===== src/rtl/sfr_pkg.sv =====
// ----------------------------------------------------------------------------
// sfr_pkg
// Shared types and constants of the serial-bus frame receiver.
// ----------------------------------------------------------------------------
package sfr_pkg;

    localparam int FRAME_BYTES  = 25;
    localparam int LOST_BYTE    = 23;
    localparam int MAX_CHANNELS = 16;
    localparam int CH_BITS      = 4;
    localparam int RAW_BITS     = 11;
    localparam int PAYLOAD_BITS = MAX_CHANNELS * RAW_BITS;
    localparam int PAYLOAD_BYTES = PAYLOAD_BITS / 8;
    localparam int QUEUE_DEPTH  = 4;
    localparam int QPTR_BITS    = $clog2(QUEUE_DEPTH);
    localparam int PROD_BITS    = RAW_BITS + 32;

    localparam logic [7:0]  HEADER_BYTE   = 8'h0F;
    localparam logic [7:0]  END_BYTE      = 8'h00;
    localparam logic [7:0]  LOST_BITS     = 8'h0C;
    localparam logic [10:0] RAW_LOW       = 11'd172;
    localparam logic [10:0] PWM_LOW       = 11'd1000;
    localparam logic [10:0] PWM_HIGH      = 11'd2000;
    localparam logic [10:0] PWM_SPAN      = 11'd1000;
    // ceil(2^32 / 1639) * 1000: exact floor(y*1000/1639) for 11-bit y
    localparam logic [31:0] PWM_SCALE     = 32'd2620481000;
    localparam logic [15:0] TIMEOUT_RESET = 16'd300;
    localparam logic [4:0]  CH_COUNT_RESET = 5'd10;

    typedef enum logic [1:0] {
        ACT_BYTE     = 2'd0,
        ACT_TICK     = 2'd1,
        ACT_LINE_ERR = 2'd2
    } action_t;

    typedef enum logic {
        CFG_TIMEOUT  = 1'b0,
        CFG_CH_COUNT = 1'b1
    } cfg_index_t;

    typedef enum logic {
        KIND_CHANNEL = 1'b0,
        KIND_TIMEOUT = 1'b1
    } kind_t;

    typedef struct packed {
        kind_t                     kind;
        logic                      lost;
        logic [CH_BITS-1:0]        last_ch;
        logic [PAYLOAD_BITS-1:0]   payload;
    } job_t;

endpackage


===== src/rtl/sfr_front.sv =====
// ----------------------------------------------------------------------------
// sfr_front
// Framing, lost flag, tick counter and configuration; issues decode jobs.
// ----------------------------------------------------------------------------
module sfr_front (
    input  logic                aclk,
    input  logic                aresetn,
    input  logic                accept,
    input  logic [1:0]          action,
    input  logic [7:0]          rx_byte,
    input  logic                cfg_we,
    input  logic                cfg_addr,
    input  logic [15:0]         cfg_wdata,
    output logic                push,
    output sfr_pkg::job_t       job
);
    import sfr_pkg::*;

    logic [7:0]  frame_store_reg [FRAME_BYTES-1];
    logic [4:0]  pos_reg, pos_next;
    logic        lost_reg, lost_next;
    logic [15:0] elapsed_reg, elapsed_next;
    logic [15:0] timeout_reg;
    logic [4:0]  ch_count_reg;
    logic        store_we;
    logic [15:0] elapsed_inc;
    logic [4:0]  ch_sat;
    logic [PAYLOAD_BITS-1:0] payload;

    always_comb begin
        for (int i = 0; i < PAYLOAD_BYTES; i++) begin
            payload[8*i +: 8] = frame_store_reg[i+1];
        end
    end

    assign elapsed_inc = (elapsed_reg == 16'hFFFF) ? elapsed_reg : elapsed_reg + 16'd1;
    assign ch_sat = (ch_count_reg > 5'(MAX_CHANNELS)) ? 5'(MAX_CHANNELS) : ch_count_reg;

    always_comb begin
        pos_next     = pos_reg;
        lost_next    = lost_reg;
        elapsed_next = elapsed_reg;
        store_we     = 1'b0;
        push         = 1'b0;
        job.kind     = KIND_CHANNEL;
        job.lost     = lost_reg;
        job.last_ch  = CH_BITS'(ch_sat - 5'd1);
        job.payload  = payload;
        if (accept) begin
            unique case (action_t'(action))
                ACT_BYTE: begin
                    if (pos_reg == 5'd0 && rx_byte != HEADER_BYTE) begin
                        pos_next = 5'd0;
                    end else if (pos_reg == 5'(FRAME_BYTES - 1)) begin
                        pos_next = 5'd0;
                        if (rx_byte == END_BYTE) begin
                            lost_next    = (frame_store_reg[LOST_BYTE] & LOST_BITS) != 8'd0;
                            elapsed_next = 16'd0;
                            job.lost     = lost_next;
                            push         = (ch_sat != 5'd0);
                        end
                    end else begin
                        store_we = 1'b1;
                        pos_next = pos_reg + 5'd1;
                    end
                end
                ACT_TICK: begin
                    elapsed_next = elapsed_inc;
                    if (elapsed_inc > timeout_reg && !lost_reg) begin
                        lost_next   = 1'b1;
                        push        = 1'b1;
                        job.kind    = KIND_TIMEOUT;
                        job.lost    = 1'b1;
                        job.last_ch = '0;
                        job.payload = '0;
                    end
                end
                ACT_LINE_ERR: begin
                    pos_next  = 5'd0;
                    lost_next = 1'b1;
                end
                default: begin
                    pos_next = pos_reg;
                end
            endcase
        end
    end

    always_ff @(posedge aclk) begin
        if (store_we) begin
            frame_store_reg[pos_reg] <= rx_byte;
        end
    end

    always_ff @(posedge aclk) begin
        if (!aresetn) begin
            pos_reg      <= 5'd0;
            lost_reg     <= 1'b1;
            elapsed_reg  <= 16'd0;
            timeout_reg  <= TIMEOUT_RESET;
            ch_count_reg <= CH_COUNT_RESET;
        end else begin
            pos_reg     <= pos_next;
            lost_reg    <= lost_next;
            elapsed_reg <= elapsed_next;
            if (cfg_we) begin
                unique case (cfg_index_t'(cfg_addr))
                    CFG_TIMEOUT:  timeout_reg  <= cfg_wdata;
                    CFG_CH_COUNT: ch_count_reg <= cfg_wdata[4:0];
                endcase
            end
        end
    end

endmodule


===== src/rtl/sfr_queue.sv =====
// ----------------------------------------------------------------------------
// sfr_queue
// Small job FIFO between the framing front end and the decode back end.
// ----------------------------------------------------------------------------
module sfr_queue (
    input  logic           aclk,
    input  logic           aresetn,
    input  logic           push,
    input  sfr_pkg::job_t  push_job,
    input  logic           pop,
    output logic           full,
    output logic           head_valid,
    output sfr_pkg::job_t  head_job
);
    import sfr_pkg::*;

    job_t                 entry_reg [QUEUE_DEPTH];
    logic [QPTR_BITS-1:0] wr_ptr_reg, rd_ptr_reg;
    logic [QPTR_BITS:0]   count_reg, count_next;
    logic                 do_push, do_pop;

    assign full       = (count_reg == (QPTR_BITS+1)'(QUEUE_DEPTH));
    assign head_valid = (count_reg != '0);
    assign head_job   = entry_reg[rd_ptr_reg];
    assign do_push    = push && !full;
    assign do_pop     = pop && head_valid;

    always_comb begin
        count_next = count_reg;
        if (do_push && !do_pop) begin
            count_next = count_reg + 1'b1;
        end else if (do_pop && !do_push) begin
            count_next = count_reg - 1'b1;
        end
    end

    always_ff @(posedge aclk) begin
        if (do_push) begin
            entry_reg[wr_ptr_reg] <= push_job;
        end
    end

    always_ff @(posedge aclk) begin
        if (!aresetn) begin
            wr_ptr_reg <= '0;
            rd_ptr_reg <= '0;
            count_reg  <= '0;
        end else begin
            count_reg <= count_next;
            if (do_push) begin
                wr_ptr_reg <= wr_ptr_reg + 1'b1;
            end
            if (do_pop) begin
                rd_ptr_reg <= rd_ptr_reg + 1'b1;
            end
        end
    end

endmodule


===== src/rtl/sfr_back.sv =====
// ----------------------------------------------------------------------------
// sfr_back
// Walks jobs one channel per cycle unless stalled; scales raw to pwm, drives output.
// ----------------------------------------------------------------------------
module sfr_back (
    input  logic                aclk,
    input  logic                aresetn,
    input  logic                q_valid,
    input  sfr_pkg::job_t       q_job,
    output logic                pop,
    output logic                m_tvalid,
    input  logic                m_tready,
    output logic [15:0]         m_tdata,
    output logic                m_tuser,
    output logic                m_tlast
);
    import sfr_pkg::*;

    // channel walker
    logic                    act_valid_reg, act_valid_next;
    kind_t                   act_kind_reg;
    logic                    act_lost_reg;
    logic [CH_BITS-1:0]      act_ch_reg, act_last_ch_reg;
    logic [PAYLOAD_BITS-1:0] act_payload_reg;
    // scale stage
    logic                    s1_valid_reg;
    kind_t                   s1_kind_reg;
    logic                    s1_lost_reg, s1_last_reg, s1_low_reg;
    logic [CH_BITS-1:0]      s1_ch_reg;
    logic [PROD_BITS-1:0]    s1_prod_reg, s1_prod_next;
    // output stage
    logic                    m_valid_reg;
    logic [15:0]             m_data_reg;
    logic                    m_user_reg, m_last_reg;

    logic                    en, act_last;
    logic [RAW_BITS-1:0]     raw, raw_off, quot, pwm_next;

    assign en       = !m_valid_reg || m_tready;
    assign act_last = (act_ch_reg == act_last_ch_reg);
    assign pop      = q_valid && en && (!act_valid_reg || act_last);
    assign act_valid_next = pop || (act_valid_reg && !act_last);

    assign raw          = act_payload_reg[RAW_BITS-1:0];
    assign raw_off      = raw - RAW_LOW;
    assign s1_prod_next = {32'd0, raw_off} * {{RAW_BITS{1'b0}}, PWM_SCALE};

    assign quot = s1_prod_reg[PROD_BITS-1:32];
    always_comb begin
        if (s1_low_reg) begin
            pwm_next = PWM_LOW;
        end else if (quot > PWM_SPAN) begin
            pwm_next = PWM_HIGH;
        end else begin
            pwm_next = quot + PWM_LOW;
        end
    end

    always_ff @(posedge aclk) begin
        if (en) begin
            if (pop) begin
                act_kind_reg    <= q_job.kind;
                act_lost_reg    <= q_job.lost;
                act_last_ch_reg <= q_job.last_ch;
                act_ch_reg      <= '0;
                act_payload_reg <= q_job.payload;
            end else if (act_valid_reg) begin
                act_ch_reg      <= act_ch_reg + 1'b1;
                act_payload_reg <= act_payload_reg >> RAW_BITS;
            end
            s1_kind_reg <= act_kind_reg;
            s1_ch_reg   <= act_ch_reg;
            s1_lost_reg <= act_lost_reg;
            s1_last_reg <= act_last;
            s1_low_reg  <= (act_kind_reg == KIND_TIMEOUT) || (raw <= RAW_LOW);
            s1_prod_reg <= s1_prod_next;
            m_data_reg  <= {s1_lost_reg, pwm_next, s1_ch_reg};
            m_user_reg  <= s1_kind_reg;
            m_last_reg  <= s1_last_reg;
        end
    end

    always_ff @(posedge aclk) begin
        if (!aresetn) begin
            act_valid_reg <= 1'b0;
            s1_valid_reg  <= 1'b0;
            m_valid_reg   <= 1'b0;
        end else if (en) begin
            act_valid_reg <= act_valid_next;
            s1_valid_reg  <= act_valid_reg;
            m_valid_reg   <= s1_valid_reg;
        end
    end

    assign m_tvalid = m_valid_reg;
    assign m_tdata  = m_data_reg;
    assign m_tuser  = m_user_reg;
    assign m_tlast  = m_last_reg;

endmodule


===== src/rtl/sbus_frame_receiver.sv =====
// ----------------------------------------------------------------------------
// sbus_frame_receiver
// A frame's closing byte or a timeout tick pushes a job into the job queue;
// its results then pass through the channel walker, scale and output stages.
// Throughput: one input per cycle while the 4-entry job queue has room;
// results leave one per cycle unless stalled; a frame holds the decode back end.
// Reset (synchronous, active low): framing idle, signal lost, counter zero,
// timeout_ms 300, channel_count 10, queue and output empty.
// ----------------------------------------------------------------------------
module sbus_frame_receiver (
    input  logic        aclk,
    input  logic        aresetn,
    input  logic        s_tvalid,
    output logic        s_tready,
    input  logic [7:0]  s_tdata,    // [7:0] rx_byte
    input  logic [1:0]  s_tuser,    // [1:0] action
    output logic        m_tvalid,
    input  logic        m_tready,
    output logic [15:0] m_tdata,    // [3:0] channel, [14:4] pwm_value, [15] signal_lost
    output logic        m_tuser,    // [0] kind
    output logic        m_tlast,
    input  logic        cfg_we,
    input  logic        cfg_addr,
    input  logic [15:0] cfg_wdata
);
    import sfr_pkg::*;

    logic accept, push, pop, full, q_valid;
    job_t push_job, q_job;

    assign s_tready = !full;
    assign accept   = s_tvalid && s_tready;

    sfr_front u_front (
        .aclk      (aclk),
        .aresetn   (aresetn),
        .accept    (accept),
        .action    (s_tuser),
        .rx_byte   (s_tdata),
        .cfg_we    (cfg_we),
        .cfg_addr  (cfg_addr),
        .cfg_wdata (cfg_wdata),
        .push      (push),
        .job       (push_job)
    );

    sfr_queue u_queue (
        .aclk       (aclk),
        .aresetn    (aresetn),
        .push       (push),
        .push_job   (push_job),
        .pop        (pop),
        .full       (full),
        .head_valid (q_valid),
        .head_job   (q_job)
    );

    sfr_back u_back (
        .aclk     (aclk),
        .aresetn  (aresetn),
        .q_valid  (q_valid),
        .q_job    (q_job),
        .pop      (pop),
        .m_tvalid (m_tvalid),
        .m_tready (m_tready),
        .m_tdata  (m_tdata),
        .m_tuser  (m_tuser),
        .m_tlast  (m_tlast)
    );

endmodule


===== config.mk =====
export PLATFORM = sky130hd
export DESIGN_NAME = sbus_frame_receiver
export DESIGN_NICKNAME = d
export VERILOG_FILES = /design/src/rtl/sfr_pkg.sv /design/src/rtl/sfr_front.sv /design/src/rtl/sfr_queue.sv /design/src/rtl/sfr_back.sv /design/src/rtl/sbus_frame_receiver.sv
export SDC_FILE = /design/constraint.sdc
export NUM_CORES = 1
export LEC_CHECK = 0
export ABC_AREA = 1
export BUFFER_PORTS_ARGS = -buffer_cell sky130_fd_sc_hd__clkbuf_2
export CORE_ASPECT_RATIO = 0.9
export CORE_MARGIN = 2
export CORE_UTILIZATION = 30
export DETAILED_ROUTE_END_ITERATION = 7
export HOLD_SLACK_MARGIN = 0.02
export PLACE_DENSITY = 0.46
export SETUP_SLACK_MARGIN = 0.15
export SKIP_CTS_REPAIR_TIMING = 1
export SLEW_MARGIN = 20
export SYNTH_ARGS = -nofsm -noshare
export SYNTH_HDL_FRONTEND = slang
export SYNTH_SLANG_ARGS = --single-unit

===== constraint.sdc =====
create_clock -name aclk -period 12.9 [get_ports aclk]
set_input_delay 2.58 -clock aclk [delete_from_list [all_inputs] [get_ports aclk]]
set_output_delay 2.58 -clock aclk [all_outputs]
set_load 0.02 [all_outputs]

==> impl_metrics.csv, run 1 <==
group,metric,value,unit
logic_synthesis,synth_fa_ha_area_frac,0.07102,
global_routing,track_usage,0.1504,
logic_synthesis,synth-edff-count,1129,
global_routing,overflow,0,
critical_path,crit_path_frequent_cell,"nand2_1",
logic_synthesis,synth-simple-area-share,0.1193,
global_routing,grt_pass1_vias,31110,
logic_synthesis,synth_top_cell_area_share,0.6537,
logic_synthesis,synth_mux_area_frac,0,
critical_path,crit_buf_inv,5,
clocking,cts_tree,"built",
cells_and_area,layout_common_cells,"edfxtp_1 (1129), nor2_1 (1024), inv_1 (489), nand2_1 (437), o21ai_0 (409)",
critical_path,critPathRequiredTime,13.38,ns
die,rows,144,
timing,max_freq,157.2,MHz
critical_path,start_kind,"register",
logic_synthesis,synth_top_family_by_area,"simple AND/OR/NAND/NOR gates",
logic_synthesis,synth-xor-area-share,0.004704,
timing,drv_slew,0,
critical_path,crit_path_end_kind,"register",
die,core_area,171500,µm²
clocking,cts_max_path_buffers,3,
logic_synthesis,synth_area_leaders,"edfxtp_1 (65%), nor2_1 (7.5%), o21ai_0 (3.9%)",
critical_path,critical_path.max_fanout,7,
job,cap_violations,0,
critical_path,crit_slowest_cell,"fa_1",
timing,fin_tns_setup,0,ns
logic_synthesis,synth_cell_types,48,
logic_synthesis,netlist_area,51860,µm²
cells_and_area,layout-drive-gt1-share,0.06714,
logic_synthesis,ys_seq_area_frac,0.6749,
timing,tightest_slew,1.076,ns
logic_synthesis,ys_seq_elements,1184,
die,start_util,0.3024,
global_routing,grt_pass1_wl,200800,µm
logic_synthesis,synth_compound_area_frac,0.07720,
die,die_w,442.3,µm
critical_path,cpPeakStageDelay,0.70,ns
logic_synthesis,synth_nets,4730,
route,drcViolationCount,0,
clocking,clock_latency,0.75,ns
clocking,clock_sinks,1184,
route,totalWireLength,133700,µm
placed_design,hpwlAfterDp,74940,µm
logic_synthesis,syn_avg_cell_area,11.64,µm²
route,first_pass_iters,5,
route,drt_iter0_drc,2481,
global_routing,grt_start_max_net_pins,207,
route,vias_per_cell,4.598,
die,die_area,176200,µm²
logic_synthesis,synth_top_area_cell,"edfxtp_1",
route,ant_nets,0,
timing,rsz0062_at_grt,"false",
logic_synthesis,yosysWarnings,0,
timing,layout_setup_ws,6.537,ns
clocking,htreeDepth,4,
critical_path,cp_data_arrival_time,6.84,ns
critical_path,crit_type,"register to register",
global_routing,antenna_found_initial,7,
timing,whs,0.4188,ns
timing,period_needed,6.363,ns
clocking,clk_pin_slew_worst_paths,0.06,ns
timing,finalSetupViolations,0,
timing,post-route-period-util,0.4932,
logic_synthesis,synthArstFlopShare,0,
clocking,cts_made_buffers,133,
placed_design,place_ws,5.838,ns
critical_path,crit_family,"adder cells",
cells_and_area,fillers,16960,
timing,slew_headroom,0.2800,
cells_and_area,largest_reg_flops,728,
die,ioPinCount,52,
placed_design,port_buffers,51,
route,wire_per_inst,19.48,µm
placed_design,place_congestion,0.8709,
logic_synthesis,syn_inst,4457,
timing,skew,0.02446,ns
status,status,"finished, final reports clean",
cells_and_area,nNetsFinal,4773,
die,die_y,398.5,µm
route,dr_total_vias,31570,
cells_and_area,area_delta_synth_final,13.09,%
logic_synthesis,synth_ff_type,"edfxtp_1",
timing,finalHoldViolations,0,
clocking,cts_root_buf,"clkbuf_16",
min_path,hold_path_class,"register to register",
cells_and_area,final_common_cell,"edfxtp_1",
-- worst paths after layout --
path                       endpoint  cells after the start                 startpoint  slack (ns)
min               u_back.m_tdata[2]                      0        u_back.s1_ch_reg[2]        0.42
min reg2reg       u_back.m_tdata[2]                      0        u_back.s1_ch_reg[2]        0.42
max reg2reg  u_back.s1_prod_reg[38]                     25  u_back.act_payload_reg[2]        6.54
max          u_back.s1_prod_reg[38]                     25  u_back.act_payload_reg[2]        6.54
-- per-layer routing --
layer,GRT usage,share of wire,up-vias
met5,0,0,-
met3,0.02244,0.038,131
met4,0.03333,0.014,0
met2,0.2413,0.46,564
met1,0.2154,0.49,15610
li1,-,-,15270
-- cells by family (layout without fill, tap and decap cells) --
group,Yosys count,in the layout
buffers and inverters,687,832
xor gates and xnor gates,27,27
AOI/OAI and AO/OA,734,734
other,0,2
DFF,1184,1184
and+or+nand+nor,1584,1584
adders and majority gates,241,241
-- final cells by class --
class	instances	area (µm²)	area share
clock inverter	54	366.6	0.006251
clock buffer	183	3675	0.06265
multi-input combinational	2586	14180	0.2418
sequential	1184	35010	0.5969
tap	2263	2831	0.04828
antenna	2	5.005	0.00008533
timing repair buffer	99	690.7	0.01178
inverter	496	1889	0.03221
-- through the flow --
step | cell area [µm²] | utilization | std cells
global placement | 54600 | 0.3183 | 6628
finish | 58650 | 0.3419 | 6867
detailed placement | 54600 | 0.3184 | 6628
global route | 58650 | 0.3419 | 6866
floorplan | 51860 | - | 4457
CTS | 58650 | 0.3419 | 6865
-- synth_stat cells (5+ instances only) --
cell type and count:
a21boi_0 5, a21o_1 9, a21oi_1 99, a31oi_1 167, buf_2 85, buf_4 9, clkbuf_1 92, dfxtp_1 55
edfxtp_1 1129, fa_1 89, ha_1 152, inv_1 491, inv_2 5, nand2_1 438, nand2_2 9, nand3_1 50
nand4_1 16, nor2_1 1033, nor3_1 19, nor4_1 5, o211ai_1 8, o21ai_0 409, o21ai_1 10, o21bai_1 10
o22ai_1 6, xnor2_1 9, xor2_1 17
-- worst register-to-register path, stage by stage, from the launching register on --
cell	delay [ns]
edfxtp_1	0.55
ha_1	0.32
nand3_1	0.11
o211ai_1	0.11
nand2_1	0.14
xor2_1	0.26
inv_1	0.23
fa_1	0.71
inv_1	0.13
fa_1	0.55
inv_1	0.05
fa_1	0.46
fa_1	0.49
inv_1	0.05
fa_1	0.48
inv_1	0.04
ha_1	0.32
a21o_1	0.21
a21boi_0	0.33
nand3_1	0.16
nand2_1	0.09
nand2_1	0.07
nand2_1	0.08
nand2_1	0.05
nand2_1	0.05
nand2_1	0.06
Power of run 1 is not shown: default switching activity piles up to over one toggle a cycle in this logic, so the estimate is an artifact.
==> run 2: changes to the inputs <==
--- a/config.mk
+++ b/config.mk
@@ -12,7 +12,7 @@
 export CORE_UTILIZATION = 30
 export DETAILED_ROUTE_END_ITERATION = 7
 export HOLD_SLACK_MARGIN = 0.02
-export PLACE_DENSITY = 0.46
+export PLACE_DENSITY = 0.47
 export SETUP_SLACK_MARGIN = 0.15
 export SKIP_CTS_REPAIR_TIMING = 1
 export SLEW_MARGIN = 20
==> constraint.sdc (replaced) <==
create_clock -name aclk -period 5.4 [get_ports aclk]
set_input_delay 1.08 -clock aclk [delete_from_list [all_inputs] [get_ports aclk]]
set_output_delay 1.08 -clock aclk [all_outputs]
set_load 0.02 [all_outputs]
==> impl_metrics.csv, run 2 (synthesis results as in run 1) <==
group,metric,value,unit
cells_and_area,seq_area,35020,µm²
timing,post-route-period-util,0.9894,
route,drt_iter0_drc,2437,
route,ant_nets,0,
route,totalWireLength,131200,µm
die,ioPinCount,52,
placed_design,port_buffers,51,
clocking,cts_tree,"built",
global_routing,grt_pass1_wl,198100,µm
timing,fin_tns_setup,0,ns
die,die_area,176200,µm²
critical_path,reg2reg_from,"u_back.act_payload_reg[3]",
job,cap_violations,0,
critical_path,worstRegToRegCells,25,
route,drcViolationCount,0,
timing,whs,0.4264,ns
placed_design,hpwlAfterDp,75180,µm
clocking,cts_max_path_buffers,3,
critical_path,critPathRequiredTime,5.87,ns
global_routing,overflow,0,
die,die_y,398.5,µm
cells_and_area,nNetsFinal,4869,
min_path,hold_path_class,"register to register",
cells_and_area,layout_common_cells,"edfxtp_1 (1129), nor2_1 (1022), inv_1 (481), nand2_1 (417), o21ai_0 (403)",
cells_and_area,largest_reg_flops,728,
global_routing,grt_start_max_net_pins,186,
clocking,cts_made_buffers,121,
critical_path,crit_type,"register to register",
critical_path,cp_data_arrival_time,5.81,ns
placed_design,place_congestion,0.8664,
timing,rsz0062_at_grt,"true",
die,core_area,171500,µm²
critical_path,r2r_slack,0.06,ns
global_routing,track_usage,0.1470,
critical_path,crit_path_end_kind,"register",
global_routing,grt_pass1_vias,31610,
die,rows,144,
die,die_w,442.3,µm
clocking,clk_pin_slew_worst_paths,0.06,ns
critical_path,rr_endpoint,"u_back.s1_prod_reg[39]",
cells_and_area,fillers,16920,
route,vias_per_cell,4.584,
cells_and_area,layout-drive-gt1-share,0.1080,
timing,finalHoldViolations,0,
cells_and_area,area_delta_synth_final,15.80,%
cells_and_area,multiInputGateArea,14620,µm²
cells_and_area,fin_util,0.3502,
timing,slew_headroom,0.2685,
critical_path,start_kind,"register",
clocking,htreeDepth,3,
critical_path,critical_path.max_fanout,4,
die,start_util,0.3024,
clocking,cts_root_buf,"clkbuf_16",
cells_and_area,final_common_cell,"edfxtp_1",
timing,max_freq,187.2,MHz
route,dr_total_vias,31900,
min_path,worstHoldStart,"u_back.s1_ch_reg[2]",
global_routing,antenna_found_initial,8,
clocking,clock_latency,0.76,ns
timing,period_needed,5.343,ns
min_path,holdPathEnd,"u_back.m_tdata[2]",
cells_and_area,fin_area,60060,µm²
min_path,holdPathStages,0,
timing,drv_slew,0,
route,wire_per_inst,18.85,µm
status,status,"finished, final reports clean",
route,first_pass_iters,5,
clocking,clock_sinks,1184,
timing,tightest_slew,1.097,ns
timing,skew,0.06822,ns
timing,finalSetupViolations,0,
placed_design,place_area,55840,µm²
-- run 2: per-stage QoR --
| stage | setup slack [ns] | std cells |
|---|---|---|
| final | 0.05746 | 6959 |
| after CTS | -0.1008 | 6952 |
| after global placement | -0.04804 | 6730 |
| after floorplan | 0.07498 | 4457 |
| after global routing | -0.1797 | 6959 |
| after detailed placement | -0.08286 | 6730 |
-- run 2: critical path: stages, from the launching register on --
cell and delay (ns):
edfxtp_1 0.44, ha_2 0.21, nand3_2 0.06, o211ai_1 0.12, nand2_2 0.12, xor2_2 0.17
inv_2 0.08, fa_2 0.59, inv_2 0.06, fa_1 0.49, inv_2 0.04, fa_1 0.47
fa_1 0.55, inv_1 0.05, fa_1 0.52, inv_2 0.05, ha_4 0.29, nand4_1 0.12
nor3_2 0.18, nand2_1 0.08, nand2_2 0.09, nand2_2 0.07, nand2_4 0.08, nand2_2 0.06
nand3_2 0.07, nand2_2 0.05
-- run 2: worst max-delay path by stage --
stage	from	slack [ns]	cells after the start	end
after CTS	u_back.act_payload_reg[3]	-0.10	23	u_back.s1_prod_reg[40]
after global routing	u_back.act_payload_reg[3]	-0.18	25	u_back.s1_prod_reg[38]
after floorplan	u_front.elapsed_reg[1]	0.07	22	u_queue.entry_reg[0][0]
final	u_back.act_payload_reg[3]	0.06	25	u_back.s1_prod_reg[39]
after global placement	u_back.act_payload_reg[3]	-0.05	23	u_back.s1_prod_reg[40]
after detailed placement	u_back.act_payload_reg[3]	-0.08	23	u_back.s1_prod_reg[40]
-- run 2: final cells by class --
class	count	area share
Timing Repair Buffer	207	0.03021
Clock buffer	150	0.05308
Sequential cell	1184	0.5830
Inverter	496	0.03154
Multi-Input combinational cell	2586	0.2434
Tap cell	2263	0.04714
Antenna cell	1	0.00004166
Clock inverter	72	0.01152
-- run 2: layer usage --
metal  track usage  part of all wire  vias to the layer above
li1              -                 -                    15470
met1        0.1993              0.46                    15750
met2        0.2508              0.48                      541
met3       0.02153             0.040                      140
met4       0.02960             0.016                        0
met5             0                 0                        -
Power of run 2 is left out for the same reason.
==> run 3: changes to the inputs <==
--- a/config.mk
+++ b/config.mk
@@ -12,7 +12,7 @@
 export CORE_UTILIZATION = 30
 export DETAILED_ROUTE_END_ITERATION = 7
 export HOLD_SLACK_MARGIN = 0.02
-export PLACE_DENSITY = 0.47
+export PLACE_DENSITY = 0.46
 export SETUP_SLACK_MARGIN = 0.15
 export SKIP_CTS_REPAIR_TIMING = 1
 export SLEW_MARGIN = 20
==> constraint.sdc (replaced) <==
create_clock -name aclk -period 6.1 [get_ports aclk]
set_input_delay 1.22 -clock aclk [delete_from_list [all_inputs] [get_ports aclk]]
set_output_delay 1.22 -clock aclk [all_outputs]
set_load 0.02 [all_outputs]
==> impl_metrics.csv, run 3 (synthesis results as in run 1) <==
group,metric,value,unit
timing,finalSetupViolations,0,
die,die_w,442.3,µm
timing,post-route-period-util,0.9476,
route,wire_per_inst,19.38,µm
cells_and_area,area_delta_synth_final,14.21,%
cells_and_area,layout_common_cells,"edfxtp_1 (1129), nor2_1 (1028), inv_1 (488), nand2_1 (435), o21ai_0 (407)",
clocking,cts_root_buf,"clkbuf_16",
status,status,"finished, final reports clean",
min_path,holdPathStages,0,
timing,max_freq,173.0,MHz
route,ant_nets,0,
cells_and_area,nNetsFinal,4802,
global_routing,grt_pass1_vias,31170,
cells_and_area,layout-drive-gt1-share,0.07835,
route,vias_per_cell,4.615,
min_path,holdPathEnd,"u_back.m_tuser",
timing,skew,0.07705,ns
critical_path,r2r_slack,0.32,ns
clocking,clock_latency,0.77,ns
route,totalWireLength,133700,µm
route,first_pass_iters,5,
critical_path,crit_type,"register to register",
critical_path,cpPeakStageDelay,0.70,ns
route,drt_iter0_drc,2614,
die,core_area,171500,µm²
die,die_y,398.5,µm
critical_path,cp_data_arrival_time,6.25,ns
placed_design,hpwlAfterDp,75720,µm
placed_design,port_buffers,51,
global_routing,antenna_found_initial,11,
cells_and_area,final_common_cell,"edfxtp_1",
clocking,cts_max_path_buffers,3,
placed_design,place_congestion,0.8758,
critical_path,worstRegToRegCells,19,
clocking,clock_sinks,1184,
timing,drv_slew,0,
job,cap_violations,0,
clocking,cts_made_buffers,120,
min_path,worstHoldStart,"u_back.s1_kind_reg",
critical_path,crit_slowest_cell,"o21ai_0",
global_routing,grt_pass1_wl,200000,µm
timing,finalHoldViolations,0,
global_routing,track_usage,0.1499,
critical_path,crit_path_end_kind,"register",
critical_path,reg2reg_from,"u_back.act_payload_reg[2]",
critical_path,crit_path_frequent_cell,"ha_1",
timing,tightest_slew,1.127,ns
critical_path,rr_endpoint,"u_back.s1_prod_reg[39]",
die,start_util,0.3024,
global_routing,overflow,0,
min_path,hold_path_class,"register to register",
critical_path,critical_path.max_fanout,7,
die,rows,144,
global_routing,grt_start_max_net_pins,223,
route,drcViolationCount,0,
clocking,cts_tree,"built",
critical_path,crit_chain,"buf_4 > clkinvlp_4 > ha_1 > inv_1 > ha_1 > xor2_2 > inv_1 > ha_1 > ha_1 > fa_1 > fa_1 > ha_1 > inv_1 > o21ai_0 > a21boi_0 > nor2_1 > nor3_1 > nand3_1 > nand2_1",
cells_and_area,fin_util,0.3453,
timing,rsz0062_at_grt,"true",
timing,period_needed,5.780,ns
die,die_area,176200,µm²
die,ioPinCount,52,
critical_path,start_kind,"register",
clocking,clk_pin_slew_worst_paths,0.06,ns
timing,slew_headroom,0.2486,
route,dr_total_vias,31830,
clocking,htreeDepth,3,
cells_and_area,largest_reg_flops,728,
critical_path,critPathRequiredTime,6.57,ns
[run 3: final cells by class]
| cell class | count | area (µm²) |
|---|---|---|
| clock inverters | 81 | 927.1 |
| inverters | 496 | 1888 |
| diodes | 2 | 5.005 |
| clock buffers | 145 | 3147 |
| well taps | 2263 | 2831 |
| fillers | 16940 | 112300 |
| repair buffers | 141 | 1219 |
| multi-input cells | 2586 | 14200 |
| flip-flops and latches | 1184 | 35010 |
[run 3: critical path: cells and delay by family (launching register included)]
family,cells,cell delay [ns]
flops,1,0.35
buf+inv,5,0.77
fa+ha+maj,7,2.81
xor+xnor,1,0.24
compound gates,2,0.99
simple gates,4,0.38
[run 3: worst max path at each step]
stage                              start                      end  slack, ns  cells after the start
2_1_floorplan     u_front.elapsed_reg[1]  u_queue.entry_reg[0][0]      -1.48                     19
4_1_cts        u_back.act_payload_reg[2]   u_back.s1_prod_reg[38]       0.20                     25
5_1_grt        u_back.act_payload_reg[3]   u_back.s1_prod_reg[38]       0.12                     28
6_report       u_back.act_payload_reg[2]   u_back.s1_prod_reg[39]       0.32                     19
3_5_place_dp   u_back.act_payload_reg[2]   u_back.s1_prod_reg[38]       0.23                     25
3_3_place_gp   u_back.act_payload_reg[2]   u_back.s1_prod_reg[38]       0.19                     25
[run 3: through the flow]
step	setup slack [ns]	cell area, µm²	std cells	hold slack (ns)	TNS [ns]
finish	0.3196	59230	6898	0.4184	0
floorplan	-1.481	51870	4457	0.4003	-1161.04
CTS	0.1982	59170	6894	0.4198	0
global placement	0.1903	55100	6668	0.4061	0
global route	0.1185	59230	6897	0.4370	0
detailed placement	0.2322	55100	6668	0.4045	0
[run 3: per-layer routing]
metal,track usage,part of all wire
met2,0.2457,0.46
met1,0.2089,0.47
met5,0,0.000052
met4,0.03296,0.017
met3,0.02454,0.049
Power of run 3 is left out for the same reason.
